<file path="src/stick_deadzone_cursor_mover_core_assert.svh">
// ---------------------------------------------------------------------------
// Assertion macros for the stick deadzone cursor mover core
// Immediate-implication and next-cycle implication checks with sync reset.
// ---------------------------------------------------------------------------
`ifndef STICK_DEADZONE_CURSOR_MOVER_CORE_ASSERT_SVH
`define STICK_DEADZONE_CURSOR_MOVER_CORE_ASSERT_SVH

// same-cycle implication
`define SDCM_ASSERT_IMP(label, clk, rst, ante, cons) \
   label: assert property (@(posedge clk) disable iff (rst) (ante) |-> (cons)) \
      else $error("sdcm assertion failed");

// next-cycle implication
`define SDCM_ASSERT_NEXT(label, clk, rst, ante, cons) \
   label: assert property (@(posedge clk) disable iff (rst) (ante) |=> (cons)) \
      else $error("sdcm assertion failed");

`endif

</file>
<file path="src/sdcm_pkg.sv">
// ---------------------------------------------------------------------------
// sdcm_pkg
// Types, widths and constants shared by the stick deadzone cursor mover.
// ---------------------------------------------------------------------------
package sdcm_pkg;

   // sizing
   localparam int TimeBits  = 32;
   localparam int CoordBits = 16;

   localparam int AxisW   = 16;
   localparam int DzW     = 15;
   localparam int AbsW    = AxisW + 1;
   localparam int MagW    = 24;            // root with 8 fraction bits
   localparam int MulAW   = MagW;
   localparam int MulBW   = AbsW;
   localparam int ProdW   = MulAW + MulBW;
   localparam int SumW    = 32;            // x*x + y*y
   localparam int RadW    = SumW + 16;     // radicand, sum shifted by 16
   localparam int RemSqW  = MagW + 2;
   localparam int NumW    = ProdW + 2;     // gain 4 applied as shift
   localparam int DenW    = MagW + DzW;
   localparam int QuotW   = 18;
   localparam int DshW    = DenW + QuotW - 1;
   localparam int SubW    = DshW;
   localparam int PlaceW  = 20;
   localparam int CntW    = 5;

   localparam int RootSteps = MagW;
   localparam int QuotSteps = QuotW;

   // ports
   localparam int ReqDataW = 88;
   localparam int RspDataW = 40;
   localparam int CsrIdxW  = 3;
   localparam int CsrDataW = 16;

   localparam logic [DzW-1:0] FullScale = 15'd32767;

   // register reset values
   localparam logic [DzW-1:0] DeadZoneRst = 15'd8000;
   localparam logic [15:0]    RepeatRst   = 16'd167;
   localparam logic [15:0]    MaxXRst     = 16'd799;
   localparam logic [15:0]    MaxYRst     = 16'd599;

   typedef enum logic [CsrIdxW-1:0] {
      CSR_ENABLED,
      CSR_DEAD_ZONE,
      CSR_REPEAT,
      CSR_MIN_X,
      CSR_MIN_Y,
      CSR_MAX_X,
      CSR_MAX_Y
   } csr_index_type;

   typedef enum logic [3:0] {
      ST_IDLE,
      ST_SQX,
      ST_SQY,
      ST_SUM,
      ST_ROOT,
      ST_DEN,
      ST_NUMX,
      ST_LDX,
      ST_DIVX,
      ST_LDY,
      ST_DIVY,
      ST_FIN
   } state_type;

   typedef enum logic [2:0] {
      MUL_SQX,
      MUL_SQY,
      MUL_DEN,
      MUL_NUMX,
      MUL_NUMY
   } mul_sel_type;

   typedef struct packed {
      mul_sel_type mul_sel;
      logic        s_load;
      logic        sq_load;
      logic        sq_step;
      logic        den_load;
      logic        dv_load;
      logic        dv_step;
      logic        qx_save;
   } ctrl_type;

endpackage

</file>
<file path="src/sdcm_dp.sv">
// ---------------------------------------------------------------------------
// sdcm_dp
// Right-stick datapath: one shared multiplier and one shared subtractor,
// used for the squares, the bitwise root and two restoring divides.
// ---------------------------------------------------------------------------
module sdcm_dp (
   input  logic                            clock,
   input  sdcm_pkg::ctrl_type              ctrl,
   input  logic [sdcm_pkg::AxisW-1:0]      rx,
   input  logic [sdcm_pkg::AxisW-1:0]      ry,
   input  logic [sdcm_pkg::DzW-1:0]        dead_zone,
   output logic [sdcm_pkg::QuotW-1:0]      qx,
   output logic [sdcm_pkg::QuotW-1:0]      qy
);

   logic [sdcm_pkg::AbsW-1:0]   ax, ay;
   logic [sdcm_pkg::DzW-1:0]    den_dz;
   logic [sdcm_pkg::MagW-1:0]   diff;
   logic [sdcm_pkg::MulAW-1:0]  mul_a;
   logic [sdcm_pkg::MulBW-1:0]  mul_b;
   logic [sdcm_pkg::ProdW-1:0]  prod_ff, prod_in;
   logic [sdcm_pkg::SumW-1:0]   s_ff;
   logic [sdcm_pkg::RadW-1:0]   sq_x_ff;
   logic [sdcm_pkg::RemSqW-1:0] sq_rem_ff, rem_sh, trial;
   logic [sdcm_pkg::MagW-1:0]   root_ff;
   logic [sdcm_pkg::DenW-1:0]   den_ff;
   logic [sdcm_pkg::NumW-1:0]   dv_rem_ff;
   logic [sdcm_pkg::DshW-1:0]   dsh_ff;
   logic [sdcm_pkg::QuotW-1:0]  q_ff, qx_ff;
   logic [sdcm_pkg::SubW-1:0]   sub_a, sub_b, sub_d;
   logic [sdcm_pkg::SubW:0]     sub_full;
   logic                        ge;

   // magnitudes and deadzone terms
   assign ax     = rx[sdcm_pkg::AxisW-1] ? (17'd0 - {rx[sdcm_pkg::AxisW-1], rx})
                                         : {1'b0, rx};
   assign ay     = ry[sdcm_pkg::AxisW-1] ? (17'd0 - {ry[sdcm_pkg::AxisW-1], ry})
                                         : {1'b0, ry};
   assign den_dz = (dead_zone == sdcm_pkg::FullScale) ? 15'd1
                                                      : sdcm_pkg::FullScale - dead_zone;
   assign diff   = root_ff - {1'b0, dead_zone, 8'd0};

   // shared multiplier operand select
   always_comb begin
      case (ctrl.mul_sel)
         sdcm_pkg::MUL_SQX: begin
            mul_a = sdcm_pkg::MulAW'(ax);
            mul_b = ax;
         end
         sdcm_pkg::MUL_SQY: begin
            mul_a = sdcm_pkg::MulAW'(ay);
            mul_b = ay;
         end
         sdcm_pkg::MUL_DEN: begin
            mul_a = root_ff;
            mul_b = sdcm_pkg::MulBW'(den_dz);
         end
         sdcm_pkg::MUL_NUMX: begin
            mul_a = diff;
            mul_b = ax;
         end
         sdcm_pkg::MUL_NUMY: begin
            mul_a = diff;
            mul_b = ay;
         end
         default: begin
            mul_a = '0;
            mul_b = '0;
         end
      endcase
   end

   assign prod_in = sdcm_pkg::ProdW'(mul_a) * sdcm_pkg::ProdW'(mul_b);

   // shared subtractor: root trial or divisor compare
   assign rem_sh = {sq_rem_ff[sdcm_pkg::RemSqW-3:0], sq_x_ff[sdcm_pkg::RadW-1 -: 2]};
   assign trial  = {root_ff, 2'b01};

   always_comb begin
      if (ctrl.sq_step) begin
         sub_a = sdcm_pkg::SubW'(rem_sh);
         sub_b = sdcm_pkg::SubW'(trial);
      end else begin
         sub_a = sdcm_pkg::SubW'(dv_rem_ff);
         sub_b = dsh_ff;
      end
   end

   assign sub_full = {1'b0, sub_a} - {1'b0, sub_b};
   assign sub_d    = sub_full[sdcm_pkg::SubW-1:0];
   assign ge       = ~sub_full[sdcm_pkg::SubW];

   // product, sum of squares and denominator
   always_ff @(posedge clock) begin
      prod_ff <= prod_in;
      if (ctrl.s_load) begin
         s_ff <= prod_ff[sdcm_pkg::SumW-1:0];
      end
      if (ctrl.den_load) begin
         den_ff <= prod_ff[sdcm_pkg::DenW-1:0];
      end
   end

   // square root, two radicand bits per step
   always_ff @(posedge clock) begin
      if (ctrl.sq_load) begin
         sq_x_ff   <= {s_ff + prod_ff[sdcm_pkg::SumW-1:0], 16'd0};
         sq_rem_ff <= '0;
         root_ff   <= '0;
      end else if (ctrl.sq_step) begin
         sq_x_ff <= {sq_x_ff[sdcm_pkg::RadW-3:0], 2'b00};
         if (ge) begin
            sq_rem_ff <= sub_d[sdcm_pkg::RemSqW-1:0];
            root_ff   <= {root_ff[sdcm_pkg::MagW-2:0], 1'b1};
         end else begin
            sq_rem_ff <= rem_sh;
            root_ff   <= {root_ff[sdcm_pkg::MagW-2:0], 1'b0};
         end
      end
   end

   // restoring divide, one quotient bit per step
   always_ff @(posedge clock) begin
      if (ctrl.qx_save) begin
         qx_ff <= q_ff;
      end
      if (ctrl.dv_load) begin
         dv_rem_ff <= {prod_ff, 2'b00};
         dsh_ff    <= {den_ff, {(sdcm_pkg::QuotW-1){1'b0}}};
         q_ff      <= '0;
      end else if (ctrl.dv_step) begin
         if (ge) begin
            dv_rem_ff <= sub_d[sdcm_pkg::NumW-1:0];
         end
         dsh_ff <= {1'b0, dsh_ff[sdcm_pkg::DshW-1:1]};
         q_ff   <= {q_ff[sdcm_pkg::QuotW-2:0], ge};
      end
   end

   assign qx = qx_ff;
   assign qy = q_ff;

endmodule

</file>
<file path="src/sdcm_ctrl.sv">
// ---------------------------------------------------------------------------
// sdcm_ctrl
// Sequencer for the shared datapath: squares, root steps, two divides.
// ---------------------------------------------------------------------------
module sdcm_ctrl (
   input  logic               clock,
   input  logic               reset,
   input  logic               go_long,
   input  logic               go_short,
   input  logic               out_free,
   output sdcm_pkg::ctrl_type ctrl,
   output logic               idle,
   output logic               fin
);

   sdcm_pkg::state_type         state_ff, state_in;
   logic [sdcm_pkg::CntW-1:0]   cnt_ff, cnt_in;
   logic                        cnt_zero;

   assign cnt_zero = (cnt_ff == '0);

   // next state
   always_comb begin
      state_in = state_ff;
      case (state_ff)
         sdcm_pkg::ST_IDLE: begin
            if (go_long) begin
               state_in = sdcm_pkg::ST_SQX;
            end else if (go_short) begin
               state_in = sdcm_pkg::ST_FIN;
            end
         end
         sdcm_pkg::ST_SQX:  state_in = sdcm_pkg::ST_SQY;
         sdcm_pkg::ST_SQY:  state_in = sdcm_pkg::ST_SUM;
         sdcm_pkg::ST_SUM:  state_in = sdcm_pkg::ST_ROOT;
         sdcm_pkg::ST_ROOT: begin
            if (cnt_zero) begin
               state_in = sdcm_pkg::ST_DEN;
            end
         end
         sdcm_pkg::ST_DEN:  state_in = sdcm_pkg::ST_NUMX;
         sdcm_pkg::ST_NUMX: state_in = sdcm_pkg::ST_LDX;
         sdcm_pkg::ST_LDX:  state_in = sdcm_pkg::ST_DIVX;
         sdcm_pkg::ST_DIVX: begin
            if (cnt_zero) begin
               state_in = sdcm_pkg::ST_LDY;
            end
         end
         sdcm_pkg::ST_LDY:  state_in = sdcm_pkg::ST_DIVY;
         sdcm_pkg::ST_DIVY: begin
            if (cnt_zero) begin
               state_in = sdcm_pkg::ST_FIN;
            end
         end
         sdcm_pkg::ST_FIN: begin
            if (out_free) begin
               state_in = sdcm_pkg::ST_IDLE;
            end
         end
         default: state_in = sdcm_pkg::ST_IDLE;
      endcase
   end

   // step counter
   always_comb begin
      case (state_ff)
         sdcm_pkg::ST_SUM:  cnt_in = sdcm_pkg::CntW'(sdcm_pkg::RootSteps - 1);
         sdcm_pkg::ST_LDX,
         sdcm_pkg::ST_LDY:  cnt_in = sdcm_pkg::CntW'(sdcm_pkg::QuotSteps - 1);
         sdcm_pkg::ST_ROOT,
         sdcm_pkg::ST_DIVX,
         sdcm_pkg::ST_DIVY: cnt_in = cnt_ff - 1'b1;
         default:           cnt_in = cnt_ff;
      endcase
   end

   // datapath controls
   always_comb begin
      ctrl = '0;
      ctrl.mul_sel = sdcm_pkg::MUL_SQX;
      case (state_ff)
         sdcm_pkg::ST_SQX: ctrl.mul_sel = sdcm_pkg::MUL_SQX;
         sdcm_pkg::ST_SQY: begin
            ctrl.mul_sel = sdcm_pkg::MUL_SQY;
            ctrl.s_load  = 1'b1;
         end
         sdcm_pkg::ST_SUM:  ctrl.sq_load = 1'b1;
         sdcm_pkg::ST_ROOT: ctrl.sq_step = 1'b1;
         sdcm_pkg::ST_DEN:  ctrl.mul_sel = sdcm_pkg::MUL_DEN;
         sdcm_pkg::ST_NUMX: begin
            ctrl.mul_sel  = sdcm_pkg::MUL_NUMX;
            ctrl.den_load = 1'b1;
         end
         sdcm_pkg::ST_LDX: begin
            ctrl.mul_sel = sdcm_pkg::MUL_NUMY;
            ctrl.dv_load = 1'b1;
         end
         sdcm_pkg::ST_DIVX: begin
            ctrl.mul_sel = sdcm_pkg::MUL_NUMY;
            ctrl.dv_step = 1'b1;
         end
         sdcm_pkg::ST_LDY: begin
            ctrl.mul_sel = sdcm_pkg::MUL_NUMY;
            ctrl.dv_load = 1'b1;
            ctrl.qx_save = 1'b1;
         end
         sdcm_pkg::ST_DIVY: ctrl.dv_step = 1'b1;
         default: ctrl.mul_sel = sdcm_pkg::MUL_SQX;
      endcase
   end

   assign idle = (state_ff == sdcm_pkg::ST_IDLE);
   assign fin  = (state_ff == sdcm_pkg::ST_FIN) && out_free;

   always_ff @(posedge clock) begin
      if (reset) begin
         state_ff <= sdcm_pkg::ST_IDLE;
         cnt_ff   <= '0;
      end else begin
         state_ff <= state_in;
         cnt_ff   <= cnt_in;
      end
   end

endmodule

</file>
<file path="src/stick_deadzone_cursor_mover_core.sv">
// ---------------------------------------------------------------------------
// stick_deadzone_cursor_mover_core
// Keeps the four stick axes; on ticks emits direction pulses, release-all and
// a cursor warp scaled by the radial deadzone of the right stick.
// ---------------------------------------------------------------------------
//   channel  dir  handshake           payload
//   req      in   req_tvalid/tready   tuser: func; tdata: select, value, time,
//                                     cursor x, cursor y
//   rsp      out  rsp_tvalid/tready   tuser: warp_valid; tdata: pulses, warp xy
//   csr      in   csr_we              csr_index, csr_wdata
//
// Axis items, disabled ticks and ticks with the right stick inside the
// deadzone go from accept straight to the result state, then back to ready.
// Ticks with an active right stick run 24 root steps and two
// 18-step divides through the one shared subtractor, plus multiplies.
// Reset is synchronous and clears config, stick state and control.
// A stalled result sits in the output register; the next item is taken.
// ---------------------------------------------------------------------------
`include "stick_deadzone_cursor_mover_core_assert.svh"

module stick_deadzone_cursor_mover_core (
   input  logic                             clock,
   input  logic                             reset,
   // req_tuser: func
   input  logic                             req_tuser,
   // req_tdata: axis_select, axis_value, now_ms, cursor_x, cursor_y
   input  logic [sdcm_pkg::ReqDataW-1:0]    req_tdata,
   input  logic                             req_tvalid,
   output logic                             req_tready,
   // rsp_tuser: warp_valid
   output logic                             rsp_tuser,
   // rsp_tdata: move_up, move_down, move_left, move_right, release_all,
   //            warp_x, warp_y
   output logic [sdcm_pkg::RspDataW-1:0]    rsp_tdata,
   output logic                             rsp_tvalid,
   input  logic                             rsp_tready,
   input  logic                             csr_we,
   input  logic [sdcm_pkg::CsrIdxW-1:0]     csr_index,
   input  logic [sdcm_pkg::CsrDataW-1:0]    csr_wdata
);

   localparam int CW = sdcm_pkg::CoordBits;
   localparam int TW = sdcm_pkg::TimeBits;

   // request fields
   logic [1:0]                    f_select;
   logic [sdcm_pkg::AxisW-1:0]    f_value;
   logic [31:0]                   f_now;
   logic [15:0]                   f_cur_x, f_cur_y;

   assign f_select = req_tdata[1:0];
   assign f_value  = req_tdata[17:2];
   assign f_now    = req_tdata[49:18];
   assign f_cur_x  = req_tdata[65:50];
   assign f_cur_y  = req_tdata[81:66];

   // configuration
   logic                          enabled_ff;
   logic [sdcm_pkg::DzW-1:0]      dead_zone_ff;
   logic [15:0]                   repeat_ff, min_x_ff, min_y_ff, max_x_ff, max_y_ff;

   always_ff @(posedge clock) begin
      if (reset) begin
         enabled_ff   <= 1'b0;
         dead_zone_ff <= sdcm_pkg::DeadZoneRst;
         repeat_ff    <= sdcm_pkg::RepeatRst;
         min_x_ff     <= '0;
         min_y_ff     <= '0;
         max_x_ff     <= sdcm_pkg::MaxXRst;
         max_y_ff     <= sdcm_pkg::MaxYRst;
      end else if (csr_we) begin
         case (sdcm_pkg::csr_index_type'(csr_index))
            sdcm_pkg::CSR_ENABLED:   enabled_ff   <= csr_wdata[0];
            sdcm_pkg::CSR_DEAD_ZONE: dead_zone_ff <= csr_wdata[sdcm_pkg::DzW-1:0];
            sdcm_pkg::CSR_REPEAT:    repeat_ff    <= csr_wdata;
            sdcm_pkg::CSR_MIN_X:     min_x_ff     <= csr_wdata;
            sdcm_pkg::CSR_MIN_Y:     min_y_ff     <= csr_wdata;
            sdcm_pkg::CSR_MAX_X:     max_x_ff     <= csr_wdata;
            sdcm_pkg::CSR_MAX_Y:     max_y_ff     <= csr_wdata;
            default: ;
         endcase
      end
   end

   // handshake
   logic idle, fin, out_free, accept;

   assign req_tready = idle;
   assign accept     = req_tvalid & idle;
   assign out_free   = ~rsp_tvalid_ff | rsp_tready;

   // stick state
   logic [sdcm_pkg::AxisW-1:0] lx_ff, ly_ff, rx_ff, ry_ff;
   logic [TW-1:0]              last_ff;

   // left stick, right stick and timer decisions
   logic signed [sdcm_pkg::AbsW-1:0] dpos, dneg, lx_s, ly_s, rx_s, ry_s;
   logic [TW-1:0]                    now_t, elapsed;
   logic                             due, up, down, left, right, fire, center;
   logic                             run, ractive;

   assign dpos    = $signed({2'b00, dead_zone_ff});
   assign dneg    = -dpos;
   assign lx_s    = $signed({lx_ff[sdcm_pkg::AxisW-1], lx_ff});
   assign ly_s    = $signed({ly_ff[sdcm_pkg::AxisW-1], ly_ff});
   assign rx_s    = $signed({rx_ff[sdcm_pkg::AxisW-1], rx_ff});
   assign ry_s    = $signed({ry_ff[sdcm_pkg::AxisW-1], ry_ff});
   assign now_t   = TW'(f_now);
   assign elapsed = now_t - last_ff;
   assign due     = (elapsed >= TW'(repeat_ff));
   assign up      = (ly_s < dneg);
   assign down    = (ly_s > dpos);
   assign left    = (lx_s < dneg);
   assign right   = (lx_s > dpos);
   assign fire    = due & (up | down | left | right);
   assign center  = (lx_s > dneg) && (lx_s < dpos) && (ly_s > dneg) && (ly_s < dpos);
   assign ractive = (rx_s > dpos) || (rx_s < dneg) || (ry_s > dpos) || (ry_s < dneg);
   assign run     = req_tuser & enabled_ff;

   always_ff @(posedge clock) begin
      if (reset) begin
         lx_ff   <= '0;
         ly_ff   <= '0;
         rx_ff   <= '0;
         ry_ff   <= '0;
         last_ff <= '0;
      end else if (accept) begin
         if (!req_tuser) begin
            case (f_select)
               2'd0:    lx_ff <= f_value;
               2'd1:    ly_ff <= f_value;
               2'd2:    rx_ff <= f_value;
               default: ry_ff <= f_value;
            endcase
         end else if (run && fire) begin
            last_ff <= now_t;
         end
      end
   end

   // per-item result fields held while the datapath runs
   logic [4:0]    flags_ff;
   logic          warp_ff;
   logic [CW-1:0] cur_x_ff, cur_y_ff;

   always_ff @(posedge clock) begin
      if (accept) begin
         flags_ff <= run ? {center, fire & right, fire & left, fire & down, fire & up}
                         : 5'd0;
         warp_ff  <= run & ractive;
         cur_x_ff <= f_cur_x[CW-1:0];
         cur_y_ff <= f_cur_y[CW-1:0];
      end
   end

   // sequencer and shared datapath
   sdcm_pkg::ctrl_type            ctrl;
   logic [sdcm_pkg::QuotW-1:0]    qx, qy;

   sdcm_ctrl u_ctrl (
      .clock    (clock),
      .reset    (reset),
      .go_long  (accept & run & ractive),
      .go_short (accept & ~(run & ractive)),
      .out_free (out_free),
      .ctrl     (ctrl),
      .idle     (idle),
      .fin      (fin)
   );

   sdcm_dp u_dp (
      .clock     (clock),
      .ctrl      (ctrl),
      .rx        (rx_ff),
      .ry        (ry_ff),
      .dead_zone (dead_zone_ff),
      .qx        (qx),
      .qy        (qy)
   );

   // add signed offset, clamp low then high
   function automatic logic [CW-1:0] place(
      input logic [CW-1:0]              cur,
      input logic [sdcm_pkg::QuotW-1:0] q,
      input logic                       neg,
      input logic [CW-1:0]              lo,
      input logic [CW-1:0]              hi
   );
      logic signed [sdcm_pkg::PlaceW-1:0] off, n, lo_s, hi_s;
      off  = $signed({{(sdcm_pkg::PlaceW - sdcm_pkg::QuotW){1'b0}}, q});
      off  = neg ? -off : off;
      lo_s = $signed({{(sdcm_pkg::PlaceW - CW){1'b0}}, lo});
      hi_s = $signed({{(sdcm_pkg::PlaceW - CW){1'b0}}, hi});
      n    = $signed({{(sdcm_pkg::PlaceW - CW){1'b0}}, cur}) + off;
      if (n < lo_s) begin
         n = lo_s;
      end
      if (n > hi_s) begin
         n = hi_s;
      end
      return n[CW-1:0];
   endfunction

   logic [CW-1:0] px, py;
   logic [15:0]   warp_x, warp_y;

   assign px     = place(cur_x_ff, qx, rx_ff[sdcm_pkg::AxisW-1],
                         min_x_ff[CW-1:0], max_x_ff[CW-1:0]);
   assign py     = place(cur_y_ff, qy, ry_ff[sdcm_pkg::AxisW-1],
                         min_y_ff[CW-1:0], max_y_ff[CW-1:0]);
   assign warp_x = warp_ff ? 16'(px) : 16'd0;
   assign warp_y = warp_ff ? 16'(py) : 16'd0;

   // output register
   logic                          rsp_tvalid_ff;
   logic                          rsp_tuser_ff;
   logic [sdcm_pkg::RspDataW-1:0] rsp_tdata_ff;

   always_ff @(posedge clock) begin
      if (reset) begin
         rsp_tvalid_ff <= 1'b0;
      end else if (fin) begin
         rsp_tvalid_ff <= 1'b1;
      end else if (rsp_tready) begin
         rsp_tvalid_ff <= 1'b0;
      end
   end

   always_ff @(posedge clock) begin
      if (fin) begin
         rsp_tuser_ff <= warp_ff;
         rsp_tdata_ff <= {3'd0, warp_y, warp_x, flags_ff};
      end
   end

   assign rsp_tvalid = rsp_tvalid_ff;
   assign rsp_tuser  = rsp_tuser_ff;
   assign rsp_tdata  = rsp_tdata_ff;

   // checks
   `SDCM_ASSERT_NEXT(a_accept_busy, clock, reset, req_tvalid && req_tready, !req_tready)
   `SDCM_ASSERT_IMP(a_release_excl, clock, reset, rsp_tvalid, !(rsp_tdata[4] && (rsp_tdata[3:0] != 4'd0)))
   `SDCM_ASSERT_IMP(a_up_down_excl, clock, reset, rsp_tvalid, !(rsp_tdata[0] && rsp_tdata[1]))
   `SDCM_ASSERT_IMP(a_nowarp_zero, clock, reset, rsp_tvalid && !rsp_tuser, rsp_tdata[36:5] == 32'd0)

endmodule
</file>
<file path="config.mk">
export PLATFORM = sky130hd
export DESIGN_NAME = stick_deadzone_cursor_mover_core
export DESIGN_NICKNAME = d
export VERILOG_FILES = /design/src/sdcm_pkg.sv /design/src/sdcm_dp.sv /design/src/sdcm_ctrl.sv /design/src/stick_deadzone_cursor_mover_core.sv
export VERILOG_INCLUDE_DIRS = /design/src /design/src/src
export SDC_FILE = /design/constraint.sdc
export NUM_CORES = 2
export LEC_CHECK = 0
export BUFFER_PORTS_ARGS = -buffer_cell sky130_fd_sc_hd__clkbuf_2
export CAP_MARGIN = 20
export CELL_PAD_IN_SITES_DETAIL_PLACEMENT = 1
export CELL_PAD_IN_SITES_GLOBAL_PLACEMENT = 2
export CORE_UTILIZATION = 35
export CTS_CLUSTER_DIAMETER = 60
export DETAILED_ROUTE_END_ITERATION = 16
export PLACE_DENSITY = 0.79
export SETUP_SLACK_MARGIN = 0.2
export SLEW_MARGIN = 25
export SYNTH_ARGS = -nofsm -noshare
export SYNTH_HDL_FRONTEND = slang
export SYNTH_SLANG_ARGS = --single-unit
</file>
<file path="constraint.sdc">
create_clock -name clock -period 12.4 [get_ports clock]
set_clock_uncertainty 0.2 [all_clocks]
set_input_delay 1.24 -clock clock [delete_from_list [all_inputs] [get_ports clock]]
set_output_delay 1.24 -clock clock [all_outputs]
set_load 0.005 [all_outputs]
</file>
==> results_dict.tcl <==
set metrics [dict create \
    route.antenna.remaining_nets 0 \
    worstMarginPinSlew_ps 1077 \
    critical_path_buf_inv_count 4 \
    floorplan.initialDensity_pct 35.45 \
    p_leak_uw 0.02396 \
    final_common_cell "nand2_1" \
    synth_flop_cell "dfxtp_1" \
    clock_tree.root_cell "clkbuf_16" \
    antenna_violations_before_repair 8 \
    totalWireLength_mm 168.1 \
    cts_inserted_buffers 82 \
    final_area_sq_mm 0.05615 \
    grtUsageTotal_pct 23.15 \
    finalCoreUtilization_pct 39.51 \
    die_h_um 381.4 \
    timing.critical_path.slowest_stage_cell "a22o_1" \
    vias 42060 \
    rows 138 \
    cell_family_contributing_the_most_delay_on_the_critical_path "compound AO/OA/AOI/OAI gates" \
    drt_iter0_drc 2646 \
    critPathMaxStageDelay_ps 720 \
    report.final.setup_viol 0 \
    coreArea_sq_mm 0.1421 \
    buffers_inserted_during_post_cts_setup_optimization 0 \
    clkTransAtPathRegs_ps 60 \
    grt_setup_unrepaired "false" \
    slew_limit_headroom_pct 28.21 \
    synth_area_leaders "edfxtp_1 17%, fa_1 13%, dfxtp_1 13%, ha_1 12%, nand2_1 6.7%" \
    routedWlPerCell_um 21.66 \
    setup.worst_path.end_class "flip-flop" \
    multi_input_area_sq_mm 0.03244 \
    critPathMaxFanout 11 \
    power.total_uw 8972 \
    required_time_of_the_critical_path_ps 12810 \
    die_x_um 381.4 \
    detailed_place_hpwl_mm 129.0 \
    post-route-drc-count 0 \
    cts-hold-fix-buffers 0 \
    result_of_the_run "complete, no violations" \
    cts-root-to-sink-buffers 3 \
    synth.top_cell.area_share_pct 16.51 \
    post_cts.resized_instances 0 \
    max_cap_viol_count 0 \
    setup.worst_path.start_class "flip-flop" \
    total_area_of_sequential_cells_sq_mm 0.01488 \
    period_needed_ps 10260 \
    drtPass1Iterations 5 \
    filler_cell_count 16450 \
    worst_skew_pair.late_latency_ps 720 \
    hold_path_class "flip-flop to flip-flop" \
    io_pins 156 \
    setup.worst_path.class "flip-flop to flip-flop" \
    peakVddDrop_uv 113.4 \
    dieArea_sq_mm 0.1455 \
    remaining_overflow_grt 0 \
    number_of_global_route_vias_before_repair 44260 \
    ys_ff_latch 605 \
    synth-warning-count 0 \
    layout_common_cells "902 x nand2_1, 630 x inv_1, 479 x ha_1" \
    timing.setup.tns_ps 0 \
    drive_above_1_share_pct 7.838 \
    clock.fmax_mhz 97.44 \
    num-nets-final 6726 \
    area_added_between_synthesis_and_finish_pct 11.45 \
    timing.final.max_slew_violations 0 \
    power_density_mw_per_mm2 159.8 \
    synth_top_cell_by_area "edfxtp_1" \
    syn_area_per_cell_sq_um 8.812 \
    htree_levels 3 \
    min_period_over_period_pct 82.77 \
    arrival_time_of_the_worst_setup_path_ps 10670 \
    yosys.cell_types.count 90 \
    synth-async-reset-ratio_pct 0 \
    grt_max_degree 102 \
    vias_per_cell 5.419 \
    syn_area_sq_mm 0.05038 \
    synth-seq-area-share_pct 29.54 \
    placed_cell_area_sq_mm 0.05335 \
    clock_tree_from_tritoncts "yes" \
    crit_path_frequent_cell "fa_1" \
    gp_congestion 0.8637 \
    synth-edff-count 277 \
    first_pass_grt_wire_length_mm 263.2 \
    syn_inst 5717 \
    portBuffers 146 \
    tritoncts_num_sinks 605 \
    finalHoldViolations 0 \
    fin_hold_ws_ps 220.8 \
]
-- per-layer routing --
| layer | track usage, % | vias to the layer above | wire, um | part of all wire, % |
|---|---|---|---|---|
| met4 | 5.987 | 4 | 3875 | 2.3 |
| li1 | - | 19840 | - | - |
| met1 | 32.51 | 21260 | 80340 | 48 |
| met2 | 37.16 | 757 | 76250 | 45 |
| met3 | 3.217 | 203 | 7609 | 4.5 |
| met5 | 0 | - | 31 | 0.018 |
-- report_power, final --
group	leakage [uW]	total, uW	switching (uW)	internal (uW)
logic	0.0174	3820	2450	1380
registers	0.00524	2750	254	2490
clock network	0.00136	2400	1010	1400
total	0.0240	8970	3710	5260
-- layout make-up --
type / instances / share of cell area (%)
inverter: 633 / 4.234
clock buffer: 103 / 3.978
antenna: 3 / 0.01337
multi-input combinational: 4258 / 57.78
timing repair buffer: 219 / 2.288
sequential: 605 / 26.51
tap: 1890 / 4.212
clock inverter: 51 / 0.9916
-- worst register-to-register path: cells and delay by family (launching register included) --
kind	cells	cell delay (ps)
flops	1	520
buf+inv	4	460
compound gates	16	4520
simple gates	1	170
fa+ha+maj	8	3990
xor+xnor	2	320
-- state kept, by name, indices dropped and copies added, names as in the netlist, 18 cells and up --
signal,count
u_dp.s_ff,32
u_dp.sq_x_ff,32
rsp_tdata,37
u_dp.prod_ff,41
u_dp.qx,18
u_dp.dv_rem_ff,43
u_dp.den_ff,39
u_dp.sq_rem_ff,24
u_dp.qy,18
last_ff,32
u_dp.root_ff,24
u_dp.dsh_ff,56
-- worst paths after layout --
kind | depth (start not counted) | from | slack, ps | to
setup / recovery | 31 | dead_zone_ff[1]$_SDFFE_PP0P_ | 2140 | u_dp.prod_ff[38]$_DFF_P_
hold / removal | 0 | flags_ff[3]$_SDFFCE_PN0P_ | 220 | rsp_tdata[3]$_DFFE_PP_
setup reg to reg | 31 | dead_zone_ff[1]$_SDFFE_PP0P_ | 2140 | u_dp.prod_ff[38]$_DFF_P_
hold reg to reg | 0 | flags_ff[3]$_SDFFCE_PN0P_ | 220 | rsp_tdata[3]$_DFFE_PP_
-- through the flow --
| step | std cells | worst slack [ps] |
|---|---|---|
| 3_3_place_gp | 7605 | 2413 |
| 5_1_grt | 7761 | 1712 |
| 2_1_floorplan | 5742 | 2519 |
| 3_5_place_dp | 7605 | 2226 |
| 6_report | 7762 | 2137 |
| 4_1_cts | 7759 | 2188 |
-- kinds of logic after synthesis --
family,share of synthesized area (%)
buffers and inverters,6.618
adder cells (fa/ha/maj),25.23
multiplexers,1.696
AND/OR/NAND/NOR,16.40
other,0.01491
XOR/XNOR,3.616
AO/OA/AOI/OAI,16.88
flip-flops,29.54
-- cells in the mapped netlist, types with 57 or more instances --
master,n
nor3_1,96
inv_1,632
nand2b_1,57
a22o_1,80
xor2_1,82
nor2b_1,60
o21a_1,59
dfxtp_1,328
edfxtp_1,277
clkbuf_1,219
a21o_1,101
o21ai_0,247
xnor2_1,126
fa_1,335
nand3_1,101
nor2_1,306
nand2_1,905
o211ai_1,83
ha_1,479
and2_1,68
a21oi_1,405
(Power assumes the default switching activity.)
